[src/hw/rtl/sst_pkg.sv]
`default_nettype none

package sst_pkg;

    typedef enum logic [2:0] {
        MARK_BYTE = 3'd0,
        MARK_END  = 3'd1,
        MARK_SEP  = 3'd2,
        MARK_AT   = 3'd3,
        MARK_DONE = 3'd4
    } t_mark;

    localparam logic KIND_BYTE = 1'b0;
    localparam logic KIND_EOS  = 1'b1;

    localparam logic [7:0] CH_NL   = 8'h0A;
    localparam logic [7:0] CH_SEMI = 8'h3B;
    localparam logic [7:0] CH_SP   = 8'h20;
    localparam logic [7:0] CH_TAB  = 8'h09;
    localparam logic [7:0] CH_FF   = 8'h0C;
    localparam logic [7:0] CH_CR   = 8'h0D;
    localparam logic [7:0] CH_VT   = 8'h0B;
    localparam logic [7:0] CH_BSL  = 8'h5C;
    localparam logic [7:0] CH_DQ   = 8'h22;
    localparam logic [7:0] CH_HASH = 8'h23;
    localparam logic [7:0] CH_AT   = 8'h40;

    typedef struct packed {
        logic       kind;
        logic [7:0] text_byte;
    } t_in;

    typedef struct packed {
        t_mark      mark;
        logic [7:0] out_byte;
        logic       last;
    } t_out;

    // results of one transaction, entry r0 first
    typedef struct packed {
        logic [1:0] cnt;
        t_out       r0;
        t_out       r1;
    } t_push;

    typedef struct packed {
        logic [2:0] count;
        logic       full;
    } t_qstat;

endpackage

`default_nettype wire

[src/hw/rtl/shell_script_tokenizer_unit.sv]
`default_nettype none

// channel  | valid        | stall        | payload
// ---------+--------------+--------------+-----------------------------
// input    | i_in_valid   | o_in_stall   | i_in_data  (t_in)
// output   | o_out_valid  | i_out_stall  | o_out_data (t_out)
//
// A transaction is decoded in the cycle it is accepted; its 0..2 results
// are in the 4-entry result queue and visible the next cycle.
// The single result port sets the rate: one result per cycle while
// i_out_stall is low. o_in_stall is high while fewer than two
// queue entries are free (registered, no path from i_out_stall).
// Reset (synchronous, active low) clears the flags and empties the queue.

module shell_script_tokenizer_unit (
    input  wire            i_clk,
    input  wire            i_rst_n,
    input  wire            i_in_valid,
    output wire            o_in_stall,
    input  sst_pkg::t_in   i_in_data,
    output wire            o_out_valid,
    input  wire            i_out_stall,
    output sst_pkg::t_out  o_out_data
);

    logic            w_fire;
    sst_pkg::t_push  w_push;
    sst_pkg::t_qstat w_stat;

    assign w_fire     = i_in_valid && !w_stat.full;
    assign o_in_stall = w_stat.full;

    sst_decode u_decode (
        .i_clk   (i_clk),
        .i_rst_n (i_rst_n),
        .i_fire  (w_fire),
        .i_data  (i_in_data),
        .o_push  (w_push)
    );

    sst_rq u_rq (
        .i_clk   (i_clk),
        .i_rst_n (i_rst_n),
        .i_push  (w_push),
        .i_pop   (!i_out_stall),
        .o_valid (o_out_valid),
        .o_data  (o_out_data),
        .o_stat  (w_stat)
    );

    a_cnt_range: assert property (@(posedge i_clk) disable iff (!i_rst_n)
        w_push.cnt != 2'd3)
        else $error("more than two results for one transaction");

    a_eos_done: assert property (@(posedge i_clk) disable iff (!i_rst_n)
        w_fire && i_in_data.kind == sst_pkg::KIND_EOS |->
            (w_push.cnt == 2'd1 && w_push.r0.mark == sst_pkg::MARK_DONE) ||
            (w_push.cnt == 2'd2 && w_push.r1.mark == sst_pkg::MARK_DONE))
        else $error("end of script without done mark");

    a_push_shows: assert property (@(posedge i_clk) disable iff (!i_rst_n)
        i_rst_n && w_fire && w_push.cnt != 2'd0 |=> o_out_valid)
        else $error("pushed result not presented");

    a_stall_pending: assert property (@(posedge i_clk) disable iff (!i_rst_n)
        o_in_stall |-> o_out_valid && w_stat.count <= 3'd4)
        else $error("input stalled with empty or overfull queue");

endmodule

`default_nettype wire

[src/hw/rtl/sst_decode.sv]
`default_nettype none

module sst_decode (
    input  wire            i_clk,
    input  wire            i_rst_n,
    input  wire            i_fire,
    input  sst_pkg::t_in   i_data,
    output sst_pkg::t_push o_push
);

    logic r_esc, r_str, r_com, r_tok;
    logic n_esc, n_str, n_com, n_tok;

    logic          v_close;
    logic          v_tail;
    sst_pkg::t_mark v_mark;
    logic [7:0]    v_byte;
    logic          v_plain;
    logic [7:0]    c;

    always_comb begin
        c       = i_data.text_byte;
        n_esc   = r_esc;
        n_str   = r_str;
        n_com   = r_com;
        n_tok   = r_tok;
        v_close = 1'b0;
        v_tail  = 1'b0;
        v_mark  = sst_pkg::MARK_BYTE;
        v_byte  = 8'h00;
        v_plain = 1'b0;
        if (i_data.kind == sst_pkg::KIND_EOS) begin
            v_close = r_tok;
            v_tail  = 1'b1;
            v_mark  = sst_pkg::MARK_DONE;
            n_esc   = 1'b0;
            n_str   = 1'b0;
            n_com   = 1'b0;
            n_tok   = 1'b0;
        end else begin
            if (c == sst_pkg::CH_NL)
                n_com = 1'b0;
            v_plain = !r_str && !n_com && !r_esc;
            case (c) inside
                sst_pkg::CH_NL, sst_pkg::CH_SEMI: begin
                    if (v_plain) begin
                        if (r_tok) begin
                            v_close = 1'b1;
                            v_tail  = 1'b1;
                            v_mark  = sst_pkg::MARK_SEP;
                            n_tok   = 1'b0;
                        end
                    end else begin
                        if (!n_com) begin
                            v_tail = 1'b1;
                            v_byte = c;
                            n_tok  = 1'b1;
                        end
                        n_esc = 1'b0;
                    end
                end
                sst_pkg::CH_SP, sst_pkg::CH_TAB, sst_pkg::CH_FF,
                sst_pkg::CH_CR, sst_pkg::CH_VT: begin
                    if (v_plain) begin
                        v_close = r_tok;
                        n_tok   = 1'b0;
                    end else begin
                        if (!n_com) begin
                            v_tail = 1'b1;
                            v_byte = c;
                            n_tok  = 1'b1;
                        end
                        n_esc = 1'b0;
                    end
                end
                sst_pkg::CH_BSL: begin
                    if (!r_esc && !n_com) begin
                        n_esc = 1'b1;
                    end else if (!n_com) begin
                        v_tail = 1'b1;
                        v_byte = c;
                        n_tok  = 1'b1;
                        n_esc  = 1'b0;
                    end
                end
                sst_pkg::CH_DQ: begin
                    if (!r_esc && !n_com) begin
                        n_str = !r_str;
                    end else if (!n_com) begin
                        v_tail = 1'b1;
                        v_byte = c;
                        n_tok  = 1'b1;
                        n_esc  = 1'b0;
                    end
                end
                sst_pkg::CH_HASH: begin
                    if (!r_esc && !r_str) begin
                        n_com = 1'b1;
                    end else if (!n_com) begin
                        v_tail = 1'b1;
                        v_byte = c;
                        n_tok  = 1'b1;
                        n_esc  = 1'b0;
                    end
                end
                sst_pkg::CH_AT: begin
                    if (r_esc) begin
                        v_tail = 1'b1;
                        v_byte = c;
                        n_tok  = 1'b1;
                        n_esc  = 1'b0;
                    end else begin
                        v_close = r_tok;
                        v_tail  = 1'b1;
                        v_mark  = sst_pkg::MARK_AT;
                        n_tok   = 1'b0;
                    end
                end
                default: begin
                    if (!n_com) begin
                        v_tail = 1'b1;
                        v_byte = c;
                        n_tok  = 1'b1;
                        n_esc  = 1'b0;
                    end
                end
            endcase
        end
    end

    always_comb begin
        o_push.cnt         = {v_close & v_tail, v_close ^ v_tail};
        o_push.r0.mark     = v_close ? sst_pkg::MARK_END : v_mark;
        o_push.r0.out_byte = v_close ? 8'h00 : v_byte;
        o_push.r0.last     = !(v_close && v_tail);
        o_push.r1.mark     = v_mark;
        o_push.r1.out_byte = v_byte;
        o_push.r1.last     = 1'b1;
        if (!i_fire)
            o_push.cnt = 2'd0;
    end

    always_ff @(posedge i_clk) begin
        if (!i_rst_n) begin
            r_esc <= 1'b0;
            r_str <= 1'b0;
            r_com <= 1'b0;
            r_tok <= 1'b0;
        end else if (i_fire) begin
            r_esc <= n_esc;
            r_str <= n_str;
            r_com <= n_com;
            r_tok <= n_tok;
        end
    end

endmodule

`default_nettype wire

[src/hw/rtl/sst_rq.sv]
`default_nettype none

module sst_rq (
    input  wire             i_clk,
    input  wire             i_rst_n,
    input  sst_pkg::t_push  i_push,
    input  wire             i_pop,
    output wire             o_valid,
    output sst_pkg::t_out   o_data,
    output sst_pkg::t_qstat o_stat
);

    sst_pkg::t_out r_mem [4];
    logic [1:0] r_wr, r_rd;
    logic [2:0] r_count;
    logic [2:0] n_count;
    logic [1:0] w_wr1;
    logic       w_pop;

    assign w_pop   = i_pop && (r_count != 3'd0);
    assign w_wr1   = r_wr + 2'd1;
    assign n_count = r_count + {1'b0, i_push.cnt} - {2'b00, w_pop};

    always_ff @(posedge i_clk) begin
        if (i_push.cnt != 2'd0)
            r_mem[r_wr] <= i_push.r0;
        if (i_push.cnt == 2'd2)
            r_mem[w_wr1] <= i_push.r1;
    end

    always_ff @(posedge i_clk) begin
        if (!i_rst_n) begin
            r_wr    <= 2'd0;
            r_rd    <= 2'd0;
            r_count <= 3'd0;
        end else begin
            r_wr    <= r_wr + i_push.cnt;
            r_rd    <= r_rd + {1'b0, w_pop};
            r_count <= n_count;
        end
    end

    assign o_valid      = (r_count != 3'd0);
    assign o_data       = r_mem[r_rd];
    assign o_stat.count = r_count;
    assign o_stat.full  = (r_count > 3'd2);

endmodule

`default_nettype wire
[config.mk]
export PLATFORM = sky130hd
export DESIGN_NAME = shell_script_tokenizer_unit
export DESIGN_NICKNAME = d
export VERILOG_FILES = /design/src/hw/rtl/sst_pkg.sv /design/src/hw/rtl/shell_script_tokenizer_unit.sv /design/src/hw/rtl/sst_decode.sv /design/src/hw/rtl/sst_rq.sv
export SDC_FILE = /design/constraint.sdc
export NUM_CORES = 1
export LEC_CHECK = 0
export BUFFER_PORTS_ARGS = -buffer_cell sky130_fd_sc_hd__buf_2
export CAP_MARGIN = 20
export CORE_ASPECT_RATIO = 0.7
export CORE_MARGIN = 5
export CORE_UTILIZATION = 50
export DETAILED_ROUTE_END_ITERATION = 7
export PLACE_DENSITY = 0.76
export SETUP_SLACK_MARGIN = 0.5
export SYNTH_ARGS = -nofsm -noshare
export SYNTH_HDL_FRONTEND = slang
export SYNTH_SLANG_ARGS = --single-unit
[constraint.sdc]
create_clock -name i_clk -period 12.9 [get_ports i_clk]
set_input_delay 2.58 -clock i_clk [delete_from_list [all_inputs] [get_ports i_clk]]
set_output_delay 2.58 -clock i_clk [all_outputs]
set_load 0.005 [all_outputs]
-- Word-level counts from Yosys, hierarchy flattened
Memories as Yosys holds them, arrays and structs flattened. A register that Yosys moved wholly into a read port is not among the register bits.
Index checks and enable logic that the tools add are counted.
- register bits: 11
- bits in writable memories: 48
- output and inout bits: 14
- logic and storage cells: 147
- memories: 1
- memories (name ; depth ; width ; rd ports ; clocked after memory_dff ; write ports ; line ; RTL):
    u_rq.r_mem ; 4 ; 12 ; 1 ; 1 ; 2 ; sst_rq.sv:13 ; sst_pkg::t_out r_mem [4];
- add/subtract/negate cells: 5
- $lt $le $gt $ge: 1
- equal/unequal tests: 17
- multiplexer cells: 92
- bitwise logic cells: 2
- reductions and logical operators: 22
- operators by type and width (operator ; count):
    two-way mux 8 bit ; 13
    two-way mux 1 bit ; 66
    == test 8 x 4 -> 1 bit (second input constant) ; 5
    == test 8 x 6 -> 1 bit (second input constant) ; 4
    two-way mux 2 bit ; 10
    == test 8 x 7 -> 1 bit (second input constant) ; 2
    two-way mux 3 bit ; 3
    logical AND 1 bit ; 7
    inequality test 7 x 5 -> 1 bit (second input constant) ; 1
    zero test 1 bit ; 6
    inequality test 2 bit (second input constant) ; 3
    inequality test 6 x 5 -> 1 bit (second input constant) ; 1
    AND reduction 6 bit ; 1
    nonzero test 2 bit ; 3
    OR reduction 5 bit ; 1
    adder 3 x 2 -> 3 bit ; 1
    greater-than comparator 3 x 2 -> 1 bit (second input constant) ; 1
    AND reduction 3 bit ; 1
    nonzero test 3 bit ; 1
    subtractor 3 x 1 -> 3 bit ; 1
    adder 2 x 1 -> 2 bit ; 1
    adder 2 x 1 -> 2 bit (second input constant) ; 1
    adder 2 bit ; 1
    == test 2 bit (second input constant) ; 1
    4 further kinds ; 4

-- Longest topological paths before layout
Gate-level depths: netlist of the first run.
- depth after elaboration: 16
- mapped depth: 15
- depth with buffers taken out: 13

-- By module
From an unflattened synthesis of the first run, not the netlist that was laid out.
- cells, all modules: 294
- area, all modules: 3856.2 um^2
- modules (own cells, without submodules) (module ; instances ; cells an instance ; area each (um^2)):
    sst_rq ; 1 ; 161 ; 2876.5
    sst_decode ; 1 ; 131 ; 962.2
    shell_script_tokenizer_unit ; 1 ; 2 ; 17.5

-- Worst setup path after synthesis of the first run
Ideal clock, no wire load.
- path kind: in2reg
- start point: in i_in_data[2] (netlist name)
- end point: reg u_rq.r_count[2]
- library setup time: 117 ps
- data arrival time: 5724 ps
- data required time: 12783 ps
- slack: 7059 ps
- cell stages on the path: 13
- cells stage by stage: or4b_4 nor4b_1 nor2_1 o211a_1 or3_1 ha_1 clkbuf_1 nand2_1 or2_2 fa_1 xnor2_1 xnor2_1 nor2_1
- longest elaborated chain between the ends: 15
- elaborated cells on any way between the ends: 45
- ends and longest elaborated chain (element ; line ; RTL):
    start: declaration ; shell_script_tokenizer_unit.sv:20 ; input sst_pkg::t_in i_in_data,
    == test 8 x 4 -> 1 bit ; sst_decode.sv:41 ; if (c == sst_pkg::CH_NL)
    two-way mux 1 bit ; sst_decode.sv:41 ;
    two-way mux 1 bit ; sst_decode.sv:32 ; if (i_data.kind == sst_pkg::KIND_EOS) begin
    two-way mux 1 bit / zero test 1 bit (equally long branches) ; -- ;
    two-way mux 1 bit, or another cell as far along ; sst_decode.sv:44 ; case (c) inside
    two-way mux 1 bit (on tied branches) ; sst_decode.sv:44, sst_decode.sv:77, sst_decode.sv:87 ;
    two-way mux 1 bit (4 in a row) ; sst_decode.sv:44 ;
    two-way mux 1 bit ; sst_decode.sv:32 ;
    XOR 1 bit / bitwise AND 1 bit (equally long branches) ; sst_decode.sv:132 ; o_push.cnt = {v_close & v_tail, v_close ^ v_tail};
    two-way mux 2 bit (*) ; sst_decode.sv:139 ; if (!i_fire)
    adder 3 x 2 -> 3 bit (*) ; sst_rq.sv:22 ; assign n_count = r_count + {1'b0, i_push.cnt} - {2'b00, w_pop};
    subtractor 3 x 1 -> 3 bit (*) ; sst_rq.sv:22 ;
    end signal: assignment ; sst_rq.sv:39 ; r_count <= n_count;
    end: declaration ; sst_rq.sv:15 ; logic [2:0] r_count;
Mark *: on every way between the ends. The rest lies on a longest branch, timed or not. The select of a mux whose other input is x is not followed.
A chain may end at the register's enable or synchronous reset.

==> results of run 1 <==
sequential cells by signal (all words and copies together) (netlist names):
register,count
u_decode.r_com,1
u_rq.r_mem,48
u_decode.r_esc,1
u_rq.r_rd,2
u_rq.r_count,3
u_decode.r_tok,1
u_rq.r_wr,2
u_decode.r_str,1
cell type report:
| type | count | area (um^2) | area share [%] |
|---|---|---|---|
| Inverter | 13 | 48.80 | 1.279 |
| Timing Repair Buffer | 27 | 137.6 | 3.608 |
| Multi-Input combinational cell | 228 | 1659 | 43.49 |
| Clock buffer | 10 | 127.6 | 3.345 |
| Clock inverter | 5 | 102.6 | 2.689 |
| Tap cell | 94 | 117.6 | 3.083 |
| Sequential cell | 59 | 1622 | 42.51 |
metrics by stage:
step / utilization [%] / setup slack, ns
5_1_grt: 56.99 / 6.368
6_report: 56.99 / 6.716
4_1_cts: 56.99 / 6.730
3_3_place_gp: 53.55 / 6.466
3_5_place_dp: 53.55 / 6.385
2_1_floorplan: - / 7.059
cells in the final DEF, fill, tap and decap left out, drive strengths merged, types with 6 or more instances in the layout:
cell type  Yosys  layout
a21oi         15      15
buf            7      27
ha             7       7
or3            7       7
or2            6       6
edfxtp        44      44
nor2          29      29
o21ai         11      11
clkbuf        11      10
nand2b        13      13
inv           12      12
nand2         15      15
dfxtp         15      15
nor4          17      17
mux4          12      12
nor3          26      26
power by group through the flow:
stage | sequential, mW | combinational (mW) | clock, mW
after global routing | 0.266 | 0.179 | 0.213
after global placement | 0.265 | 0.156 | 0
after floorplan | 0.247 | 0.126 | 0
final | 0.262 | 0.160 | 0.197
after detailed placement | 0.267 | 0.160 | 0
after CTS | 0.263 | 0.160 | 0.200
cell families after synthesis:
group / Yosys count / share of synthesized area (%)
AO/OA/AOI/OAI: 58 / 12.09
XOR/XNOR: 5 / 1.282
adder cells (fa/ha/maj): 8 / 3.150
buffers and inverters: 31 / 3.956
multiplexers: 12 / 7.912
AND/OR/NAND/NOR: 145 / 24.14
flip-flops: 59 / 47.47
cells in the mapped netlist (all sizes together) (2+ instances only):
library cell | count | area share [%]
o41ai | 2 | 1.1
nand2b | 13 | 2.4
xnor2 | 3 | 0.77
nor3b | 3 | 0.66
a21o | 5 | 1.1
nand2 | 15 | 1.6
or2 | 6 | 1.1
nand4b | 2 | 0.51
nand4 | 4 | 0.73
edfxtp | 44 | 39
o211ai | 2 | 0.44
and3 | 4 | 0.73
a21oi | 15 | 2.5
or3 | 7 | 1.3
or4b | 2 | 0.70
nand3 | 5 | 0.73
o21ai | 11 | 1.6
a311oi | 2 | 0.51
a31oi | 4 | 0.73
inv | 12 | 1.3
nor4 | 17 | 3.8
ha | 7 | 2.6
nor2b | 3 | 0.55
o211a | 2 | 0.59
nor3 | 26 | 3.8
xor2 | 2 | 0.51
dfxtp | 15 | 8.8
o31ai | 4 | 0.88
clkbuf | 11 | 1.2
buf | 7 | 1.3
mux4 | 12 | 7.9
nor4b | 3 | 0.77
o22a | 3 | 0.77
nor2 | 29 | 3.2
metal layers:
metal | part of all wire [%] | GRT usage [%] | vias to the layer above
met5 | 0 | 0 | -
met4 | 1.4 | 5.549 | 0
met3 | 9.4 | 7.474 | 14
met2 | 44 | 27.93 | 133
met1 | 45 | 28.59 | 1294
li1 | - | - | 1265
worst reg2reg max path: stages, from the launching register on:
cell and delay, ns:
dfxtp_1 0.52, nor3_1 0.11, a311oi_1 0.50, a21o_1 0.23, a21boi_1 0.12, ha_1 0.44, nand4bb_1 0.27, a21o_1 0.26
inv_1 0.41, o211ai_1 0.40, nor3_1 0.24
worst paths after layout:
path,endpoint,start,slack [ns]
hold reg to reg,u_rq.r_mem[3][0]$_SDFFE_PP1P_,u_rq.r_mem[3][0]$_SDFFE_PP1P_,0.49
setup reg to reg,u_rq.r_mem[2][6]$_DFFE_PP_,u_decode.r_esc$_SDFFE_PN0P_,9.26
hold / removal,u_rq.r_mem[3][0]$_SDFFE_PP1P_,u_rq.r_mem[3][0]$_SDFFE_PP1P_,0.49
setup / recovery,u_rq.r_mem[2][6]$_DFFE_PP_,i_in_data[2],6.72
==> summary.txt, run 1 <==
GRT
  – Initial antenna violation count: 0
  – Congestion Overflow GR: 0
  – First-pass GRT wire length: 13.03 mm
  – Largest net degree at the start of global routing: 33
  – Total Routing Usage GR: 19.88%
  – Vias in the first global route: 2502

Power and ir drop
  – Net switching power: 179.5 uW
  – Cell Int Power: 439.7 uW
  – Clk pwr share: 31.8%
  – Pwr Total: 619.1 uW
  – PD cells: 162.3 mW/mm^2
  – Leakage dissipation: 1.321 nW
  – Sw Ratio: 28.99%
  – Comb pwr share: 25.8%
  – VDD IR max: 0.05751 mV
  – Seq pwr share: 42.4%

Setup path
  – Cell family with most CP delay: simple AND/OR/NAND/NOR gates
  – Buffers and inverters on the worst path: 2
  – Critical Path Sink Type: flip-flop
  – Crit Path Max Fanout: 12
  – Crit-path cells: buf_2 -> or4b_4 -> nor4b_1 -> nor2_1 -> o211a_1 -> or3_1 -> ha_1 -> nand4bb_1 -> a21o_1 -> inv_1 -> o211ai_1 -> nor3_1
  – CP Launch Type: input port
  – Worst EP arrival: 6.35 ns
  – CP max stage cell: or4b_4
  – FF-to-FF path depth: 10
  – Critical path depth in cells: 12
  – Req. time, crit path: 13.06 ns
  – Crit Path Category: in -> reg
  – Largest stage delay, worst path: 0.56 ns

Final layout
  – Finished Cell Area: 0.003815 mm^2
  – Diodes inserted: 0
  – Layout cell share with drive strength beyond 1: 19.01%
  – Finished Layout Cells: 436
  – Net count, final: 359
  – Syn-to-layout area delta: 11.69%
  – Fillers: 573

Clock tree
  – CTS Buffer Depth: 2
  – CTS-repair resized insts: 0
  – Reg clk slew, reported paths: 0.06 ns
  – Setup bufs post-CTS: 0
  – Hold-fix buffers, CTS: 0
  – H-tree levels: 3
  – CTS tree: built
  – Sinks on Clock Net: 59
  – Root Buffer Master: clkbuf_8
  – CTS Buf Count: 9
  – Clock Latency Late Sink: 0.33 ns

Synthesis
  – Ys async rst share: 0%
  – Netlist cell types: 59
  – Cells after Synth: 318
  – Mapped cell area: 0.003416 mm^2
  – Sequential share of the synthesized area: 47.47%
  – EDFF count, synth: 44
  – Number of synthesis warnings: 0
  – Syn Nets: 339
  – Avg Cell Area, Syn: 10.74 um^2
  – Dominant synthesized flop cell: edfxtp_1
  – Seq cells post-synth: 59

Detailed routing
  – Via count: 2706
  – ANT nets after route: 0
  – Routed len/inst: 18.00 um
  – Residual DRC count: 0
  – Initial DRC count: 269
  – Routed vias/inst: 6.206
  – WL final: 7.849 mm
  – First-pass iteration count of the detailed router: 5

STA
  – TNS Setup: 0 ns
  – Pins over their slew limit: 0
  – Post-layout minimum cycle time: 6.184 ns
  – Skew final: 0.006072 ns
  – Final setup viols: 0
  – Max_slew headroom: 32.70%
  – Crit share post-route: 47.94%
  – Final Hold Viols: 0
  – WHS: 0.4872 ns
  – Fmax: 161.7 MHz
  – Worst-Margin Slew: 1.001 ns
  – RSZ-0062 raised after global routing: no

Floorplanning
  – Initial core utilization: 51.03%
  – Die height: 79.15 um
  – I/O pins: 27
  – Die footprint: 0.008611 mm^2
  – Rows: 25
  – Core area: 0.006694 mm^2
  – Die Wd: 108.8 um

Run
  – Max-Cap Viols: 0

Hold path
  – Hold Crit Class: reg -> reg
  – Hold path cells: 1

Placement
  – Port bufs: 26
  – DP Area: 0.003585 mm^2
  – DP HPWL: 5.639 mm
  – Final RePlAce weighted congestion: 0.9200
  – Dpl cells: 421

Run status
  – Status: completed
Power figures use the tool's default switching activity.
==> run 2: changes to the inputs <==
==> constraint.sdc (replaced) <==
create_clock -name i_clk -period 5.75 [get_ports i_clk]
set_input_delay 1.15 -clock i_clk [delete_from_list [all_inputs] [get_ports i_clk]]
set_output_delay 1.15 -clock i_clk [all_outputs]
set_load 0.005 [all_outputs]
==> summary.txt, run 2 (synthesis gave the netlist of run 1 again) <==
Run status
  – Status: completed

Setup path
  – Largest stage delay, worst path: 0.56 ns
  – Cell family with most CP delay: simple AND/OR/NAND/NOR gates
  – CP Launch Type: input port
  – Crit Path Category: in -> reg
  – Worst EP arrival: 4.80 ns
  – CP max stage cell: or4b_4
  – Crit-path cells: buf_2 -> or4b_4 -> nor4b_1 -> nor2_1 -> o211a_1 -> or3_1 -> ha_1 -> nand4bb_1 -> a21o_1 -> inv_1 -> o211ai_1 -> nor3_1
  – Req. time, crit path: 5.92 ns
  – Buffers and inverters on the worst path: 2
  – Critical Path Sink Type: flip-flop
  – Crit Path Max Fanout: 12

Detailed routing
  – Met2 routed wirelength: 3.658 mm
  – Met1 wire length: 3.717 mm
  – First-pass iteration count of the detailed router: 5
  – Via count: 2718
  – Max layer used: met4
  – WL final: 8.076 mm
  – Initial DRC count: 243
  – ANT nets after route: 0
  – Residual DRC count: 0
  – Routed vias/inst: 6.177
  – Routed len/inst: 18.35 um
  – Metal3 WL: 632 um

Final layout
  – Net count, final: 362
  – Layout cell share with drive strength beyond 1: 20.23%
  – Biggest regs: u_rq.r_mem: 48 flops, u_rq.r_count: 3 flops
  – Syn-to-layout area delta: 11.94%
  – Max FFs per register: 48
  – Diodes inserted: 0
  – Commonest non-fill, non-tap cell in the layout: edfxtp_1
  – Most flop-heavy register: u_rq.r_mem
  – Commonest cells after routing, fill and taps aside: 44 x edfxtp_1, 29 x nor2_1, 26 x nor3_1, 26 x buf_2

Placement
  – DP HPWL: 5.739 mm
  – Final RePlAce weighted congestion: 0.9268
  – Worst slack at placement: 0.7937 ns
  – Port bufs: 26

Clock tree
  – Hold-fix buffers, CTS: 0
  – Setup bufs post-CTS: 0
  – CTS tree: built
  – Reg clk slew, reported paths: 0.07 ns
  – Clock Latency Late Sink: 0.34 ns
  – CTS-repair resized insts: 0
  – Sinks on Clock Net: 59
  – H-tree levels: 3
  – CTS Buffer Depth: 2
  – Root Buffer Master: clkbuf_8
  – CTS Buf Count: 9

STA
  – Worst-Margin Slew: 0.8719 ns
  – Fmax: 215.9 MHz
  – Final setup viols: 0
  – Max_slew headroom: 41.87%
  – Crit share post-route: 80.57%
  – Fin worst setup slack: 1.117 ns
  – TNS Setup: 0 ns
  – Skew final: 0.006108 ns
  – RSZ-0062 raised after global routing: no
  – Post-layout minimum cycle time: 4.633 ns
  – Final Hold Viols: 0
  – Pins over their slew limit: 0

Floorplanning
  – I/O pins: 27
  – Die footprint: 0.008611 mm^2
  – Core area: 0.006694 mm^2
  – Initial core utilization: 51.03%
  – Rows: 25
  – Die Wd: 108.8 um
  – Die height: 79.15 um

GRT
  – Congestion Overflow GR: 0
  – Vias in the first global route: 2526
  – Total Routing Usage GR: 20.39%
  – Initial antenna violation count: 0
  – First-pass GRT wire length: 13.25 mm
  – Largest net degree at the start of global routing: 33

Run
  – Max-Cap Viols: 0

Power and ir drop
  – Leakage dissipation: 1.323 nW
  – VDD IR max: 0.1364 mV
  – PD cells: 355.3 mW/mm^2

Hold path
  – Hold Crit Class: reg -> reg
==> run 2: changes by cell type in the layout (fill, tap and decap cells not counted), sizes merged <==
| cell | change |
|---|---|
| clkinvlp | +2 |
| buf | +3 |
| clkbuf | -1 |
| bufinv | -1 |
| clkinv | +1 |
==> run 2: final cells by class <==
cell class                 count  area, um^2
tap                           94       117.6
timing repair buffer          30       160.2
clock inverter                 7       92.59
multi-input combinational    228        1659
sequential                    59        1622
inverter                      13       48.80
fill                         586        2870
clock buffer                   9       123.9
==> run 2: report_power, final <==
group	switching (mW)	internal (mW)	leakage, nW
registers	0.0628	0.525	0.525
clock network	0.168	0.242	0.103
logic	0.181	0.180	0.695
total	0.411	0.947	1.32
==> run 2: path summary, 6_finish.rpt <==
kind	from	to	slack [ns]	depth (start not counted)
worst max register to register	u_decode.r_esc$_SDFFE_PN0P_	u_rq.r_mem[2][1]$_DFFE_PP_	2.21	10
worst min-delay path	u_rq.r_mem[3][0]$_SDFFE_PP1P_	u_rq.r_mem[3][0]$_SDFFE_PP1P_	0.49	1
worst max-delay path	i_in_data[2]	u_rq.r_mem[2][1]$_DFFE_PP_	1.12	12
worst min register to register	u_rq.r_mem[3][0]$_SDFFE_PP1P_	u_rq.r_mem[3][0]$_SDFFE_PP1P_	0.49	1
==> run 2: routing by layer <==
layer | track usage (%) | vias up
met5 | 0 | -
met4 | 4.161 | 0
met3 | 5.605 | 8
met2 | 30.89 | 116
met1 | 29.37 | 1328
li1 | - | 1266
==> run 2: through the flow <==
| step | instances | power [mW] | hold slack (ns) | util [%] | cell area, um^2 |
|---|---|---|---|---|---|
| global placement | 424 | 0.9484 | 0.4648 | 53.89 | 3607 |
| floorplan | 318 | 0.8373 | 0.4415 | - | 3416 |
| detailed placement | 424 | 0.9596 | 0.4716 | 53.89 | 3607 |
| global route | 440 | 1.436 | 0.5154 | 57.12 | 3824 |
| CTS | 440 | 1.367 | 0.4875 | 57.12 | 3824 |
| finish | 440 | 1.358 | 0.4866 | 57.12 | 3824 |
